<file path="src/mh_pkg.sv">
// Shared types, constants and the arctangent table of the heading pipeline.
// Used by every module of magnetometer_heading; depends on nothing.
`default_nettype none
package mh_pkg;

  localparam int SAMPLE_W      = 16;
  localparam int DECL_W        = 14;
  localparam int ANGLE_W       = 15;
  localparam int VEC_W         = 44;   // sample scaled by 2^24 plus CORDIC growth
  localparam int ACC_W         = 32;   // angle in 2^-16 of 1/64 degree
  localparam int INPUT_SHIFT   = 24;
  localparam int FINE_BITS     = 16;
  localparam int COARSE_W      = ACC_W + 1 - FINE_BITS;  // rounded angle width
  localparam int WRAP_W        = COARSE_W + 1;           // after declination
  localparam int TABLE_LEN     = 24;
  localparam int CORDIC_STEPS_DEF = 16;
  localparam int DECL_RESET    = 544;
  localparam int FULL_TURN     = 23040;

  localparam logic signed [ACC_W-1:0] HALF_TURN_FINE = 32'sd754974720;

  typedef struct packed {
    logic                    zero;
    logic signed [VEC_W-1:0] re;
    logic signed [VEC_W-1:0] im;
    logic signed [ACC_W-1:0] acc;
  } mh_vec_t;

  // atan(2^-i) in 2^-16 of 1/64 degree.
  function automatic logic signed [ACC_W-1:0] mh_atan(input int idx);
    logic signed [ACC_W-1:0] a;
    a = '0;
    case (idx)
      0:  a = 32'sd188743680;
      1:  a = 32'sd111421900;
      2:  a = 32'sd58872272;
      3:  a = 32'sd29884485;
      4:  a = 32'sd15000234;
      5:  a = 32'sd7507429;
      6:  a = 32'sd3754631;
      7:  a = 32'sd1877430;
      8:  a = 32'sd938729;
      9:  a = 32'sd469366;
      10: a = 32'sd234683;
      11: a = 32'sd117342;
      12: a = 32'sd58671;
      13: a = 32'sd29335;
      14: a = 32'sd14668;
      15: a = 32'sd7334;
      16: a = 32'sd3667;
      17: a = 32'sd1833;
      18: a = 32'sd917;
      19: a = 32'sd458;
      20: a = 32'sd229;
      21: a = 32'sd115;
      22: a = 32'sd57;
      23: a = 32'sd29;
      default: a = '0;
    endcase
    return a;
  endfunction

endpackage
`default_nettype wire

</file>
<file path="src/mh_prep.sv">
// Input stage: scales a sample pair and folds the left half plane by a half turn.
// Depends on mh_pkg.
`default_nettype none
module mh_prep (
  input  wire logic                              clk,
  input  wire logic                              rst_n,
  input  wire logic                              en,
  input  wire logic                              in_valid,
  input  wire logic signed [mh_pkg::SAMPLE_W-1:0] x_sample,
  input  wire logic signed [mh_pkg::SAMPLE_W-1:0] y_sample,
  output logic                                   valid_r,
  output mh_pkg::mh_vec_t                        vec_r
);
  import mh_pkg::*;

  logic signed [VEC_W-1:0] re_s;
  logic signed [VEC_W-1:0] im_s;
  mh_vec_t                 vec_nxt;
  logic                    valid_nxt;

  assign re_s = VEC_W'(y_sample) <<< INPUT_SHIFT;
  assign im_s = VEC_W'(x_sample) <<< INPUT_SHIFT;

  always_comb begin
    vec_nxt.zero = (x_sample == '0) && (y_sample == '0);
    if (y_sample < 0) begin
      vec_nxt.acc = (x_sample >= 0) ? HALF_TURN_FINE : -HALF_TURN_FINE;
      vec_nxt.re  = -re_s;
      vec_nxt.im  = -im_s;
    end else begin
      vec_nxt.acc = '0;
      vec_nxt.re  = re_s;
      vec_nxt.im  = im_s;
    end
  end

  assign valid_nxt = en ? in_valid : valid_r;

  always_ff @(posedge clk) begin
    if (!rst_n) begin
      valid_r <= 1'b0;
    end else begin
      valid_r <= valid_nxt;
    end
  end

  always_ff @(posedge clk) begin
    if (en) begin
      vec_r <= vec_nxt;
    end
  end

endmodule
`default_nettype wire

</file>
<file path="config.mk">
export PLATFORM = sky130hd
export DESIGN_NAME = mh_prep
export DESIGN_NICKNAME = d
export VERILOG_FILES = /design/src/mh_pkg.sv /design/src/mh_prep.sv
export SDC_FILE = /design/constraint.sdc
export NUM_CORES = 1
export LEC_CHECK = 0
export ABC_AREA = 1
export BUFFER_PORTS_ARGS = -buffer_cell sky130_fd_sc_hd__buf_2
export CELL_PAD_IN_SITES_DETAIL_PLACEMENT = 0
export CELL_PAD_IN_SITES_GLOBAL_PLACEMENT = 1
export CORE_MARGIN = 1
export CORE_UTILIZATION = 30
export CTS_CLUSTER_SIZE = 25
export DETAILED_ROUTE_END_ITERATION = 12
export PLACE_DENSITY_LB_ADDON = 0.1
export SYNTH_ARGS = -nofsm -noshare
export SYNTH_HDL_FRONTEND = slang
export SYNTH_SLANG_ARGS = --single-unit
</file>
<file path="constraint.sdc">
create_clock -name clk -period 1.6 [get_ports clk]
set_clock_uncertainty 0.05 [all_clocks]
set_input_delay 0.24 -clock clk [delete_from_list [all_inputs] [get_ports clk]]
set_output_delay 0.24 -clock clk [all_outputs]
set_load 0.01 [all_outputs]
</file>
==> flow_summary.json <==
{
  "ios": 158,
  "synth-seq-cells": 45,
  "viasPerCell": 3.78,
  "critical_path.startpoint_type": "primary input",
  "instances_no_fill": 539,
  "antenna_found_initial": 0,
  "core-area_mm2": 0.00928,
  "grtUsageTotal_pct": 11.5,
  "rows": 35,
  "status": "complete, no violations",
  "place_hpwl_um": 4360,
  "syn_to_final_growth_pct": 15.4,
  "grt_pass1_wl_um": 8840,
  "reg2regPathDepth": 2,
  "leakagePower_uw": 0.00165,
  "antenna_cells": 0,
  "netlist_top_cells_count": "buf_4 (80), nand2_1 (58), edfxtp_1 (44), inv_1 (30), nor2_1 (27)",
  "drc": 0,
  "yosys_warnings": 0,
  "syn_avg_cell_area_um2": 9.21,
  "ys_seq_area_share_pct": 46.4,
  "cts_resized": 0,
  "grt-ovfl-total": 0,
  "final_layout_size_suffix_gt1_share_pct": 29.8,
  "synth-main-ff-cell": "edfxtp_1",
  "dp.cells": 531,
  "fin_crit_sh_pct": 79.5,
  "holdPathEnd": "vec_r[56]$_DFFE_PP_",
  "final_max_slew_viol_count": 0,
  "htree_levels": 2,
  "synth_cell_types": 25,
  "power.density_mw_per_mm2": 824,
  "post-cts-setup-buffers": 0,
  "syn_inst": 314,
  "r2r-start": "valid_r$_SDFFE_PN0P_",
  "min_period_ps": 1270,
  "startpoint": "x_sample[0]",
  "cap_violations": 0,
  "synthTopCellsByArea": "edfxtp_1 (46%), buf_4 (21%), nand2_1 (7.5%)",
  "hold_violations": 0,
  "wl_um": 5660,
  "clock-sinks": 45,
  "die_y_um": 100,
  "wl_per_cell_um": 10.5,
  "r2r-end": "valid_r$_SDFFE_PN0P_",
  "hold_path.class": "primary input to flip-flop",
  "cts-buffers-inserted": 5,
  "portBuffers": 85,
  "clk_latency_ps": 300,
  "yosysMostFrequentCell": "buf_4",
  "drtIter0Drc": 67,
  "die_area_mm2": 0.0100,
  "setup_viol_count_final": 0,
  "first_global_vias": 1886,
  "ir_worst_vdd_v": 0.000339,
  "fmax_mhz": 786,
  "start_util_pct": 31.1,
  "dieWidth_um": 100,
  "fin_nets": 448,
  "grt_max_degree": 47,
  "cts_buffer_depth": 2,
  "ant_nets": 0,
  "crit_path_max_fanout": 2,
  "arrival_ps": 1290,
  "synth_top_area_share_pct": 45.7,
  "yosys.area.top_type": "edfxtp_1",
  "rrSetupSlack_ps": 920,
  "synth_edf_count": 44,
  "rsz0062_at_grt": "false",
  "hold_buffers": 0,
  "setup-tns-final_ps": 0,
  "async_flop_share_pct": 0,
  "whs_path_depth": 1,
  "cp-end-kind": "flip-flop",
  "cts-root-buf": "clkbuf_8",
  "clkTransAtPathRegs_ps": 90,
  "critPathKind": "primary input to flip-flop",
  "num_vias": 2037,
  "hp-start": "x_sample[0]",
  "first_pass_iters": 4,
  "synth_area_mm2": 0.00289,
  "cts_tree": "yes",
  "place_congestion": 0.738,
  "worstPathRequired_ps": 1610
}
==> layer usage <==
layer / up-vias / part of all wire, % / track usage, %
met5: - / 0 / 0
met4: 0 / 1.1 / 3.79
met3: 4 / 6.9 / 2.44
met2: 100 / 46 / 19.0
met1: 901 / 46 / 14.8
li1: 1032 / - / -
==> cells by family after synthesis <==
group / share of synthesized area, %
AO/OA/AOI/OAI: 2.77
XOR/XNOR: 4.85
adder cells (fa/ha/maj): 1.30
buffers and inverters: 25.1
flip-flops: 46.4
other: 0.130
AND/OR/NAND/NOR: 19.5
==> power breakdown <==
part	switching, uW	internal [uW]	total, uW
combinational	366	199	565
clock	425	307	732
sequential	28.6	1430	1450
total	820	1930	2750
==> flip-flops by register name (all words and copies together), names as in the netlist <==
name / flops
valid_r: 1
vec_r: 44
==> layout by cell type (no fill, tap or decap) <==
cell type and instances:
nand3_2 2, ha_1 3, nand4_1 2, nor2_4 3, edfxtp_1 44, nand2_2 5
clkbuf_8 5, nor2_2 2, buf_12 2, a21oi_1 1, dfxtp_1 1, nand2_1 58
xnor2_1 7, buf_4 7, o21ai_1 4, conb_1 76, xor2_1 9, o21ai_0 4
clkinvlp_4 3, o21ai_2 4, inv_1 30, or2_4 1, buf_2 85, nand4_2 1
inv_2 2, and2_1 2, nor2_1 27, nand3_1 20
==> layout make-up <==
class	count	area [um^2]
Multi-Input combinational cell	231	1110
Inverter	32	120
Sequential cell	45	1340
Timing Repair Buffer	94	518
Fill cell	998	5950
Clock buffer	5	68.8
Clock inverter	3	22.5
Tap cell	129	161
==> per-stage QoR <==
step	setup WS (ps)	util, %	cell area (um^2)	hold WS (ps)	power [uW]
6_report	328	36.0	3340	76.4	2750
5_1_grt	216	36.0	3340	66.8	2910
4_1_cts	336	36.0	3340	65.9	2800
3_5_place_dp	2.46	35.0	3250	388	2050
3_3_place_gp	7.69	35.0	3250	385	2050
2_1_floorplan	139	-	3170	283	1950
==> worst max-delay path by stage <==
stage	to	slack, ps
6_report	vec_r[72]$_DFFE_PP_	330
5_1_grt	vec_r[114]$_DFFE_PP_	220
4_1_cts	vec_r[72]$_DFFE_PP_	340
3_5_place_dp	vec_r[72]$_DFFE_PP_	2
3_3_place_gp	vec_r[72]$_DFFE_PP_	8
2_1_floorplan	vec_r[72]$_DFFE_PP_	140
==> critical path, stage by stage <==
cell and delay, ps:
buf_2 100, inv_1 60, ha_1 180, nand2_2 90, nor2_4 100, nand4_2 110, ha_1 280, nand2_1 60
nand2_1 50
Power figures use the tool's default switching activity.
