===== src/mh_pkg.sv =====
// Shared types, constants and the arctangent table of the heading pipeline.
// Used by every module of magnetometer_heading; depends on nothing.
`default_nettype none
package mh_pkg;

  localparam int SAMPLE_W      = 16;
  localparam int DECL_W        = 14;
  localparam int ANGLE_W       = 15;
  localparam int VEC_W         = 44;   // sample scaled by 2^24 plus CORDIC growth
  localparam int ACC_W         = 32;   // angle in 2^-16 of 1/64 degree
  localparam int INPUT_SHIFT   = 24;
  localparam int FINE_BITS     = 16;
  localparam int COARSE_W      = ACC_W + 1 - FINE_BITS;  // rounded angle width
  localparam int WRAP_W        = COARSE_W + 1;           // after declination
  localparam int TABLE_LEN     = 24;
  localparam int CORDIC_STEPS_DEF = 16;
  localparam int DECL_RESET    = 544;
  localparam int FULL_TURN     = 23040;

  localparam logic signed [ACC_W-1:0] HALF_TURN_FINE = 32'sd754974720;

  typedef struct packed {
    logic                    zero;
    logic signed [VEC_W-1:0] re;
    logic signed [VEC_W-1:0] im;
    logic signed [ACC_W-1:0] acc;
  } mh_vec_t;

  // atan(2^-i) in 2^-16 of 1/64 degree.
  function automatic logic signed [ACC_W-1:0] mh_atan(input int idx);
    logic signed [ACC_W-1:0] a;
    a = '0;
    case (idx)
      0:  a = 32'sd188743680;
      1:  a = 32'sd111421900;
      2:  a = 32'sd58872272;
      3:  a = 32'sd29884485;
      4:  a = 32'sd15000234;
      5:  a = 32'sd7507429;
      6:  a = 32'sd3754631;
      7:  a = 32'sd1877430;
      8:  a = 32'sd938729;
      9:  a = 32'sd469366;
      10: a = 32'sd234683;
      11: a = 32'sd117342;
      12: a = 32'sd58671;
      13: a = 32'sd29335;
      14: a = 32'sd14668;
      15: a = 32'sd7334;
      16: a = 32'sd3667;
      17: a = 32'sd1833;
      18: a = 32'sd917;
      19: a = 32'sd458;
      20: a = 32'sd229;
      21: a = 32'sd115;
      22: a = 32'sd57;
      23: a = 32'sd29;
      default: a = '0;
    endcase
    return a;
  endfunction

endpackage
`default_nettype wire


===== src/mh_cell.sv =====
// One CORDIC micro-rotation with its own register; cells are chained in the top level.
// Depends on mh_pkg.
`default_nettype none
module mh_cell #(
  parameter int STAGE = 0
) (
  input  wire logic            clk,
  input  wire logic            rst_n,
  input  wire logic            en,
  input  wire logic            in_valid,
  input  wire mh_pkg::mh_vec_t in_vec,
  output logic                 valid_r,
  output mh_pkg::mh_vec_t      vec_r
);
  import mh_pkg::*;

  localparam logic signed [ACC_W-1:0] ATAN = mh_atan(STAGE);

  logic signed [VEC_W-1:0] re_in;
  logic signed [VEC_W-1:0] im_in;
  logic signed [VEC_W-1:0] dr;
  logic signed [VEC_W-1:0] di;
  mh_vec_t                 vec_nxt;
  logic                    valid_nxt;

  assign re_in = in_vec.re;
  assign im_in = in_vec.im;
  assign dr    = im_in >>> STAGE;
  assign di    = re_in >>> STAGE;

  always_comb begin
    vec_nxt.zero = in_vec.zero;
    if (im_in >= 0) begin
      vec_nxt.re  = re_in + dr;
      vec_nxt.im  = im_in - di;
      vec_nxt.acc = in_vec.acc + ATAN;
    end else begin
      vec_nxt.re  = re_in - dr;
      vec_nxt.im  = im_in + di;
      vec_nxt.acc = in_vec.acc - ATAN;
    end
  end

  assign valid_nxt = en ? in_valid : valid_r;

  always_ff @(posedge clk) begin
    if (!rst_n) begin
      valid_r <= 1'b0;
    end else begin
      valid_r <= valid_nxt;
    end
  end

  always_ff @(posedge clk) begin
    if (en) begin
      vec_r <= vec_nxt;
    end
  end

endmodule
`default_nettype wire


===== config.mk =====
export PLATFORM = sky130hd
export DESIGN_NAME = mh_cell
export DESIGN_NICKNAME = d
export VERILOG_FILES = /design/src/mh_pkg.sv /design/src/mh_cell.sv
export SDC_FILE = /design/constraint.sdc
export NUM_CORES = 1
export LEC_CHECK = 0
export BUFFER_PORTS_ARGS = -buffer_cell sky130_fd_sc_hd__buf_2
export CORE_ASPECT_RATIO = 0.9
export CORE_MARGIN = 5
export CORE_UTILIZATION = 30
export CTS_BUF_LIST = sky130_fd_sc_hd__clkbuf_8
export DETAILED_ROUTE_END_ITERATION = 16
export MAX_ROUTING_LAYER = met4
export PLACE_DENSITY = 0.55
export REMOVE_ABC_BUFFERS = 1
export SLEW_MARGIN = 10
export SYNTH_ARGS = -nofsm -noshare
export SYNTH_HDL_FRONTEND = slang
export SYNTH_SLANG_ARGS = --single-unit

===== constraint.sdc =====
create_clock -name clk -period 9.2 [get_ports clk]
set_clock_uncertainty 0.15 [all_clocks]
set_input_delay 0.46 -clock clk [delete_from_list [all_inputs] [get_ports clk]]
set_output_delay 0.46 -clock clk [all_outputs]
set_load 0.02 [all_outputs]

==> reports/qor.csv <==
metric,value,unit
Crit Path Class,input pin to register,
Starting Density,0.304,
HP Class,input pin to register,
FP Rows,68,
"Largest stage delay, worst path",0.60,ns
Max Clk Rate,259,MHz
Synth Instances,1330,
Post-synth EDFFs,120,
grt total ovfl,0,
post_cts resized,0,
placed cell area,13300,µm²
share of layout cells above drive strength 1,0.200,
top cell type's share of synthesized area,0.309,
RSZ-0062 raised after global routing,no,
routing usage on met2,0.285,
Clock Tree Buf Depth,2,
Synth async-reset ratio,0,
Post-Route WL,42000,µm
Port Buffer Count,246,
WL/cell,20.0,µm
CP startpoint kind,input pin,
die width,218,µm
Worst-Margin Slew,1.07,ns
first-pass GRT wire length,63500,µm
register area share after synthesis,0.311,
clock root buffer,clkbuf_8,
vias per cell,5.25,
"Clk pin slew, worst setup/hold paths",0.07,ns
Syn Std Cell Area,11600,µm²
GPL Wtd Cong,0.944,
synth top area cells,"edfxtp_1, ha_1, a21oi_1, xnor2_1, inv_1",
Num CTS Buffers,17,
MaxCap Viol Count,0,
Most common cell on crit path,inv_1,
post-route design area,13900,µm²
GR Layer Usage met1,0.278,
DR pass1 iterations,5,
CP arrival,3.92,ns
most common cell in the synthesized netlist,a21oi_1,
Slew headroom,0.285,
most used flip-flop cell after synthesis,edfxtp_1,
Synth area leader,edfxtp_1,
CP Max Fanout,7,
drc violations,0,
Clock Latency Late Sink,0.46,ns
VDD IR-drop max,0.0000794,V
Num Clock Sinks,121,
critical path endpoint category,register,
Ys Warns,0,
vias,11006,
global-route usage over all layers,0.195,
total power per unit cell area,153,nW/µm²
DIE AREA,42900,µm²
initial DRC count,1000,
top post-synthesis cells by count,"a21oi_1, ha_1, inv_1, nor2_1, edfxtp_1",
CP Cell Sequence,buf_2 > inv_1 > ha_1 > a21oi_1 > inv_1 > o31ai_1 > o32ai_1 > o22ai_1 > nor3_1 > o21a_1 > o41ai_1 > o311ai_0 > xor2_1,
DP HPWL,33100,µm
CP Buf/Inv Count,3,
leakage,6.06,nW
largest net degree at the start of global routing,73,
CTS tree,yes,
Final Hold Vio Count,0,
Ports,247,
busiest metal layer after global routing,met2,
Mean Syn Cell Area,8.76,µm²
status,"complete, no violations",
H-Tree Depth,4,
die height,197,µm
# fillers,4003,
antenna violations before repair,3,
CP required,9.26,ns
family with the most delay on the worst path,compound AO/OA/AOI/OAI gates,
setup tns final,0,ns
M3 GR Usage,0.0366,
vias in the first global route,10759,
period utilisation layout,0.420,
Seq cells post-synth,121,
# setup viols final,0,
antenna-violating nets left,0,
Area Overhead vs Synth,19.4,%
Final min period,3.86,ns
final net count,1815,
max-slew violations,0,
distinct cell type count after synthesis,92,
utilization after layout,0.362,
total core area,38400,µm²
crit path max-delay cell type,o31ai_1,
[cell usage in the layout, fill, tap and decap left out, types with 6 or more instances in the layout]
| cell type | count |
|---|---|
| a211oi_1 | 13 |
| a21o_1 | 27 |
| a21oi_1 | 164 |
| a31oi_1 | 14 |
| buf_2 | 244 |
| clkbuf_8 | 17 |
| dlygate4sd3_1 | 23 |
| edfxtp_1 | 120 |
| ha_1 | 133 |
| inv_1 | 136 |
| mux2i_1 | 26 |
| nand2_1 | 51 |
| nand2b_1 | 13 |
| nand3_1 | 15 |
| nand3b_1 | 6 |
| nand4_1 | 21 |
| nor2_1 | 122 |
| nor2b_1 | 15 |
| nor3_1 | 28 |
| nor4_1 | 11 |
| o211ai_1 | 12 |
| o21a_1 | 7 |
| o21ai_0 | 76 |
| o21ai_1 | 7 |
| o21bai_1 | 28 |
| o31ai_1 | 19 |
| xnor2_1 | 79 |
| xor2_1 | 15 |
[per-layer routing]
metal  share of wire  vias to the layer above
met4           0.017                        0
met5               0                        -
met2            0.44                      450
li1                -                     5240
met1            0.48                     5277
met3           0.070                       39
[layout make-up]
type,instances,area [µm²],share of cell area
Multi-Input combinational cell,1005,7210,0.518
Clock inverter,14,166,0.0120
Antenna cell,4,10.0,0.000720
Clock buffer,17,234,0.0168
Timing Repair Buffer,272,1490,0.107
Tap cell,525,657,0.0473
Sequential cell,121,3620,0.261
Inverter,137,514,0.0370
[power by group]
part           switching [W]  leakage (nW)  internal (W)
sequential         0.0000290          1.18      0.000719
combinational       0.000561          4.66      0.000294
clock               0.000236         0.217      0.000286
[kinds of logic (layout without fill, tap and decap cells)]
logic type | after synthesis | after routing | share of synthesized area
and+or+nand+nor | 306 | 306 | 0.128
buffers and inverters | 204 | 440 | 0.0699
AOI/OAI and AO/OA | 442 | 442 | 0.248
adders and majority gates | 136 | 136 | 0.148
muxes | 26 | 26 | 0.0223
xor gates and xnor gates | 95 | 95 | 0.0721
other | 0 | 4 | 0
DFF | 121 | 121 | 0.311
[registers in the layout (all words and copies together), names as in the netlist]
register  flops
vec_r       120
valid_r       1
[path summary, 6_finish.rpt]
| path | startpoint | endpoint | slack (ns) | cells past startpoint |
|---|---|---|---|---|
| worst max-delay path | in_vec[38] | vec_r[73] | 5.34 | 13 |
| worst min-delay path | rst_n | valid_r | 0.08 | 2 |
| worst max register to register | valid_r | valid_r | 8.46 | 2 |
| worst min register to register | valid_r | valid_r | 0.38 | 2 |
[through the flow]
| stage | hold slack, ns | setup slack (ns) | power (W) | std cells |
|---|---|---|---|---|
| finish | 0.0814 | 5.34 | 0.00212 | 2095 |
| global route | 0.0525 | 5.19 | 0.00224 | 2094 |
| CTS | 0.0406 | 5.51 | 0.00214 | 2091 |
| detailed placement | 0.372 | 5.02 | 0.00160 | 2037 |
| global placement | 0.357 | 5.01 | 0.00160 | 2037 |
| floorplan | 0.409 | 5.62 | 0.00129 | 1263 |
[repair_timing]
item | 4_1_cts | 5_1_grt
hold endpoints to repair | 23 | 0
hold buffers | 23 | 0
setup buffers | 0 | 0
Note: power is estimated with default switching activity, not from simulation.
