File: src/mh_pkg.sv
// Shared types, constants and the arctangent table of the heading pipeline.
// Used by every module of magnetometer_heading; depends on nothing.
`default_nettype none
package mh_pkg;

  localparam int SAMPLE_W      = 16;
  localparam int DECL_W        = 14;
  localparam int ANGLE_W       = 15;
  localparam int VEC_W         = 44;   // sample scaled by 2^24 plus CORDIC growth
  localparam int ACC_W         = 32;   // angle in 2^-16 of 1/64 degree
  localparam int INPUT_SHIFT   = 24;
  localparam int FINE_BITS     = 16;
  localparam int COARSE_W      = ACC_W + 1 - FINE_BITS;  // rounded angle width
  localparam int WRAP_W        = COARSE_W + 1;           // after declination
  localparam int TABLE_LEN     = 24;
  localparam int CORDIC_STEPS_DEF = 16;
  localparam int DECL_RESET    = 544;
  localparam int FULL_TURN     = 23040;

  localparam logic signed [ACC_W-1:0] HALF_TURN_FINE = 32'sd754974720;

  typedef struct packed {
    logic                    zero;
    logic signed [VEC_W-1:0] re;
    logic signed [VEC_W-1:0] im;
    logic signed [ACC_W-1:0] acc;
  } mh_vec_t;

  // atan(2^-i) in 2^-16 of 1/64 degree.
  function automatic logic signed [ACC_W-1:0] mh_atan(input int idx);
    logic signed [ACC_W-1:0] a;
    a = '0;
    case (idx)
      0:  a = 32'sd188743680;
      1:  a = 32'sd111421900;
      2:  a = 32'sd58872272;
      3:  a = 32'sd29884485;
      4:  a = 32'sd15000234;
      5:  a = 32'sd7507429;
      6:  a = 32'sd3754631;
      7:  a = 32'sd1877430;
      8:  a = 32'sd938729;
      9:  a = 32'sd469366;
      10: a = 32'sd234683;
      11: a = 32'sd117342;
      12: a = 32'sd58671;
      13: a = 32'sd29335;
      14: a = 32'sd14668;
      15: a = 32'sd7334;
      16: a = 32'sd3667;
      17: a = 32'sd1833;
      18: a = 32'sd917;
      19: a = 32'sd458;
      20: a = 32'sd229;
      21: a = 32'sd115;
      22: a = 32'sd57;
      23: a = 32'sd29;
      default: a = '0;
    endcase
    return a;
  endfunction

endpackage
`default_nettype wire

File: src/mh_wrap.sv
// Output stage: rounds the angle, subtracts the declination, wraps into one turn.
// Holds the output register. Depends on mh_pkg.
`default_nettype none
module mh_wrap (
  input  wire logic                             clk,
  input  wire logic                             rst_n,
  input  wire logic                             en,
  input  wire logic                             in_valid,
  input  wire mh_pkg::mh_vec_t                  in_vec,
  input  wire logic signed [mh_pkg::DECL_W-1:0] decl,
  output logic                                  valid_r,
  output logic [mh_pkg::ANGLE_W-1:0]            angle_r
);
  import mh_pkg::*;

  localparam logic signed [WRAP_W-1:0] TURN = WRAP_W'(FULL_TURN);

  logic signed [ACC_W:0]    acc_ext;
  logic signed [ACC_W:0]    rounded;
  logic signed [WRAP_W-1:0] v0;
  logic signed [WRAP_W-1:0] v1;
  logic signed [WRAP_W-1:0] v2;
  logic signed [WRAP_W-1:0] v3;
  logic [ANGLE_W-1:0]       angle_nxt;
  logic                     valid_nxt;

  // A zero vector has angle 0 whatever the rotations piled up.
  assign acc_ext = in_vec.zero ? '0 : (ACC_W+1)'(in_vec.acc);
  assign rounded = acc_ext + (ACC_W+1)'(1 <<< (FINE_BITS - 1));
  // The part-select is unsigned, so it is made signed before it is widened.
  assign v0 = WRAP_W'(signed'(rounded[ACC_W:FINE_BITS])) - WRAP_W'(decl);

  // The value stays within less than one turn either side of zero.
  assign v1 = (v0 < 0) ? v0 + TURN : v0;
  assign v2 = (v1 < 0) ? v1 + TURN : v1;
  assign v3 = (v2 >= TURN) ? v2 - TURN : v2;
  assign angle_nxt = v3[ANGLE_W-1:0];

  assign valid_nxt = en ? in_valid : valid_r;

  always_ff @(posedge clk) begin
    if (!rst_n) begin
      valid_r <= 1'b0;
    end else begin
      valid_r <= valid_nxt;
    end
  end

  always_ff @(posedge clk) begin
    if (en) begin
      angle_r <= angle_nxt;
    end
  end

endmodule
`default_nettype wire

File: config.mk
export PLATFORM = sky130hd
export DESIGN_NAME = mh_wrap
export DESIGN_NICKNAME = d
export VERILOG_FILES = /design/src/mh_pkg.sv /design/src/mh_wrap.sv
export SDC_FILE = /design/constraint.sdc
export NUM_CORES = 1
export LEC_CHECK = 0
export ABC_CLOCK_PERIOD_IN_PS = 16700
export BUFFER_PORTS_ARGS = -buffer_cell sky130_fd_sc_hd__buf_2
export CORE_ASPECT_RATIO = 0.6
export CORE_UTILIZATION = 31
export CTS_CLUSTER_DIAMETER = 50
export DETAILED_ROUTE_END_ITERATION = 7
export PLACE_DENSITY_LB_ADDON = 0.3
export SLEW_MARGIN = 25
export SYNTH_ARGS = -nofsm -noshare
export SYNTH_HDL_FRONTEND = slang
export SYNTH_SLANG_ARGS = --single-unit
File: constraint.sdc
create_clock -name clk -period 16.7 [get_ports clk]
set_input_delay 2.505 -clock clk [delete_from_list [all_inputs] [get_ports clk]]
set_output_delay 2.505 -clock clk [all_outputs]
set_load 0.005 [all_outputs]
==> results.cfg <==
[routing]
num_vias = 3264
routed_wl_um = 8636
post_drt_wl_per_cell_um = 15.20
viasPerCell = 5.746
drtPass1Iterations = 5
drt_iter0_drc = 313
ant_nets = 0
drc_errors = 0

[critical_path]
critPathMaxFanout = 21
worstPathArrival_ns = 8.83
cpMaxStageDelayCell = nor3_1
cp_common_cell = ha_1
cpPeakStageDelay_ns = 0.61
path_cells = buf_2 -> nor2b_1 -> ha_1 -> nor3b_1 -> nand3_1 -> xor2_1 -> nor2_1 -> ha_1 -> a21oi_1 -> nor2b_1 -> a221o_1 -> nor3_1 -> ha_1 -> inv_1 -> o211ai_1 -> a21oi_4 -> o21ai_1 -> mux2i_1 -> ha_1 -> a221oi_1 -> nor3_1 -> a22oi_1 -> o211ai_1
critPathLaunchType = input pin
crit_buf_inv = 2
crit_family = compound AO/OA/AOI/OAI gates
cp_data_required_time_ns = 16.69
critical_path_class = in -> reg
cp-end-kind = register

[yosys]
async_reset_ff_share_pct = 0
ys_seq_area_share_pct = 15.28
synth_cell_types = 79
synthCells = 392
syn_nets = 553
avgSynthCellArea_um2 = 7.855
syn-cell-area_um2 = 3079
synth-edff-count = 15
ys.flop_type = edfxtp_1
synth_seq_cells = 16
yosys_warnings = 0

[global_route]
grt_antenna_before_repair = 0
grt_pass1_wl_um = 14430
grt_overflow = 0
grt_pass1_vias = 2915
grt_max_degree = 22
grt_use_total_pct = 17.26

[power_and_ir_drop]
power_density_nw_per_um2 = 91.11
peakVddDrop_v = 0.00004343
power.leakage_uw = 0.001448

[die]
die-height_um = 79.20
die_area_um2 = 10350
core_um2 = 9392
fp.dieW_um = 130.7
initial_utilization_pct = 32.79
io_pins = 155
rows = 27

[run_status]
status = finished, final reports clean

[cells_and_area]
fill_cells = 986
final_cells = 568
syn2layout_area_growth_pct = 15.08
seqCellArea_um2 = 470.5
diodes = 0
final_nets = 600
final_common_cell = buf_2
post-route-util_pct = 37.73
final_cell_mix = 51 x buf_2, 34 x nor2_1, 27 x nand2_1
layout-drive-gt1-share_pct = 18.49
multi_input_area_um2 = 2469

[place]
dp.cells = 564
numPortBuffers = 51
gp_congestion = 0.8941
hpwl_um = 7147
preCtsSetupSlack_ns = 7.718

[timing]
slew_headroom_pct = 35.98
drv_slew = 0
clock_skew_ns = 0
max_freq_mhz = 113.1
fin_tns_setup_ns = 0
period_needed_ns = 8.842
hold_violations = 0
setup_viol = 0
setup_slack_ns = 7.858
worst_slew_pin_slew_ns = 0.9560
holdWs_ns = 0.5137
rsz0062_at_grt = false
fin_crit_sh_pct = 52.95

[cts]
cts_resized = 0
cts_made_buffers = 3
cts_tree = done
insertion_delay_ns = 0.25
cts_setup_buffers = 0
htreeDepth = 1
clkTransAtPathRegs_ns = 0.05
clock_path_buffers = 2
cts_sinks = 16
root_buffer = clkbuf_16
cts_hold_buf = 0

[job]
max-cap-violations = 0

[min_path]
hold_path_class = reg -> reg
## final cells by class
| cell class | instances | area share (%) |
|---|---|---|
| Tap cell | 130 | 4.590 |
| Clock buffer | 4 | 2.507 |
| Inverter | 24 | 2.542 |
| Sequential cell | 16 | 13.28 |
| Timing Repair Buffer | 52 | 7.415 |
| Multi-Input combinational cell | 342 | 69.67 |
## sequential cells by signal, summed over array words and instances (netlist names)
register  count
angle_r      15
valid_r       1
## final timing paths
path / depth (start not counted) / slack [ns] / from / end
setup / recovery: 23 / 7.86 / in_vec[120] / angle_r[13]
hold / removal: 2 / 0.51 / valid_r / valid_r
setup reg to reg: 2 / 16.12 / valid_r / valid_r
hold reg to reg: 2 / 0.51 / valid_r / valid_r
## cell usage after synthesis, types with 3 or more instances
cell type / count / area [um2]
nor2_1: 34 / 127.6
nand2_1: 27 / 101.4
inv_1: 24 / 90.09
xnor2_1: 23 / 201.4
ha_1: 21 / 262.8
nand3_1: 19 / 95.09
a21oi_1: 17 / 85.08
edfxtp_1: 15 / 450.4
o21ai_0: 13 / 65.06
nor3_1: 12 / 60.06
nand2b_1: 11 / 68.82
o211ai_1: 10 / 75.07
xor2_1: 10 / 87.58
nor2b_1: 9 / 56.30
a211oi_1: 8 / 60.06
a21o_1: 8 / 60.06
nand4_1: 8 / 50.05
and3_1: 7 / 43.79
mux2i_1: 7 / 70.07
clkbuf_1: 5 / 18.77
nor4_1: 5 / 31.28
or3_1: 5 / 31.28
a2111oi_0: 4 / 35.03
a211o_1: 4 / 35.03
buf_2: 4 / 20.02
o2111ai_1: 4 / 35.03
o21a_1: 4 / 30.03
o21ai_1: 4 / 20.02
a31oi_1: 3 / 18.77
a41o_1: 3 / 30.03
and4_1: 3 / 26.28
o211a_1: 3 / 30.03
o22ai_1: 3 / 18.77
or2_2: 3 / 18.77
## per-stage QoR
stage               power [uW]  instance area [um2]
floorplan                214.8                 3079
global placement         261.9                 3455
detailed placement       266.2                 3455
CTS                      319.8                 3543
global route             347.6                 3543
finish                   322.9                 3543
## power breakdown
group	switching, uW	internal, uW
combinational	125	83.5
sequential	2.37	60.0
clock	15.9	36.4
## kinds of logic after synthesis
logic type      synth area share [%]
simple gates                   25.88
fa+ha+maj                      9.183
flops                          15.28
mux                            3.007
xor+xnor                       9.915
buf+inv                        4.551
compound gates                 32.18
## worst reg2reg max path, stage by stage (launching register included)
cell and delay (ns):
dfxtp_1 0.30, mux2i_1 0.12, nor2b_1 0.06
## layer usage
layer | GRT usage, % | share of wire, % | wire length [um]
met5 | 0 | 0 | 0
met4 | 3.793 | 0.95 | 82
met3 | 2.358 | 9.7 | 841
met2 | 22.80 | 36 | 3080
met1 | 28.06 | 54 | 4631
(Power assumes the default switching activity.)
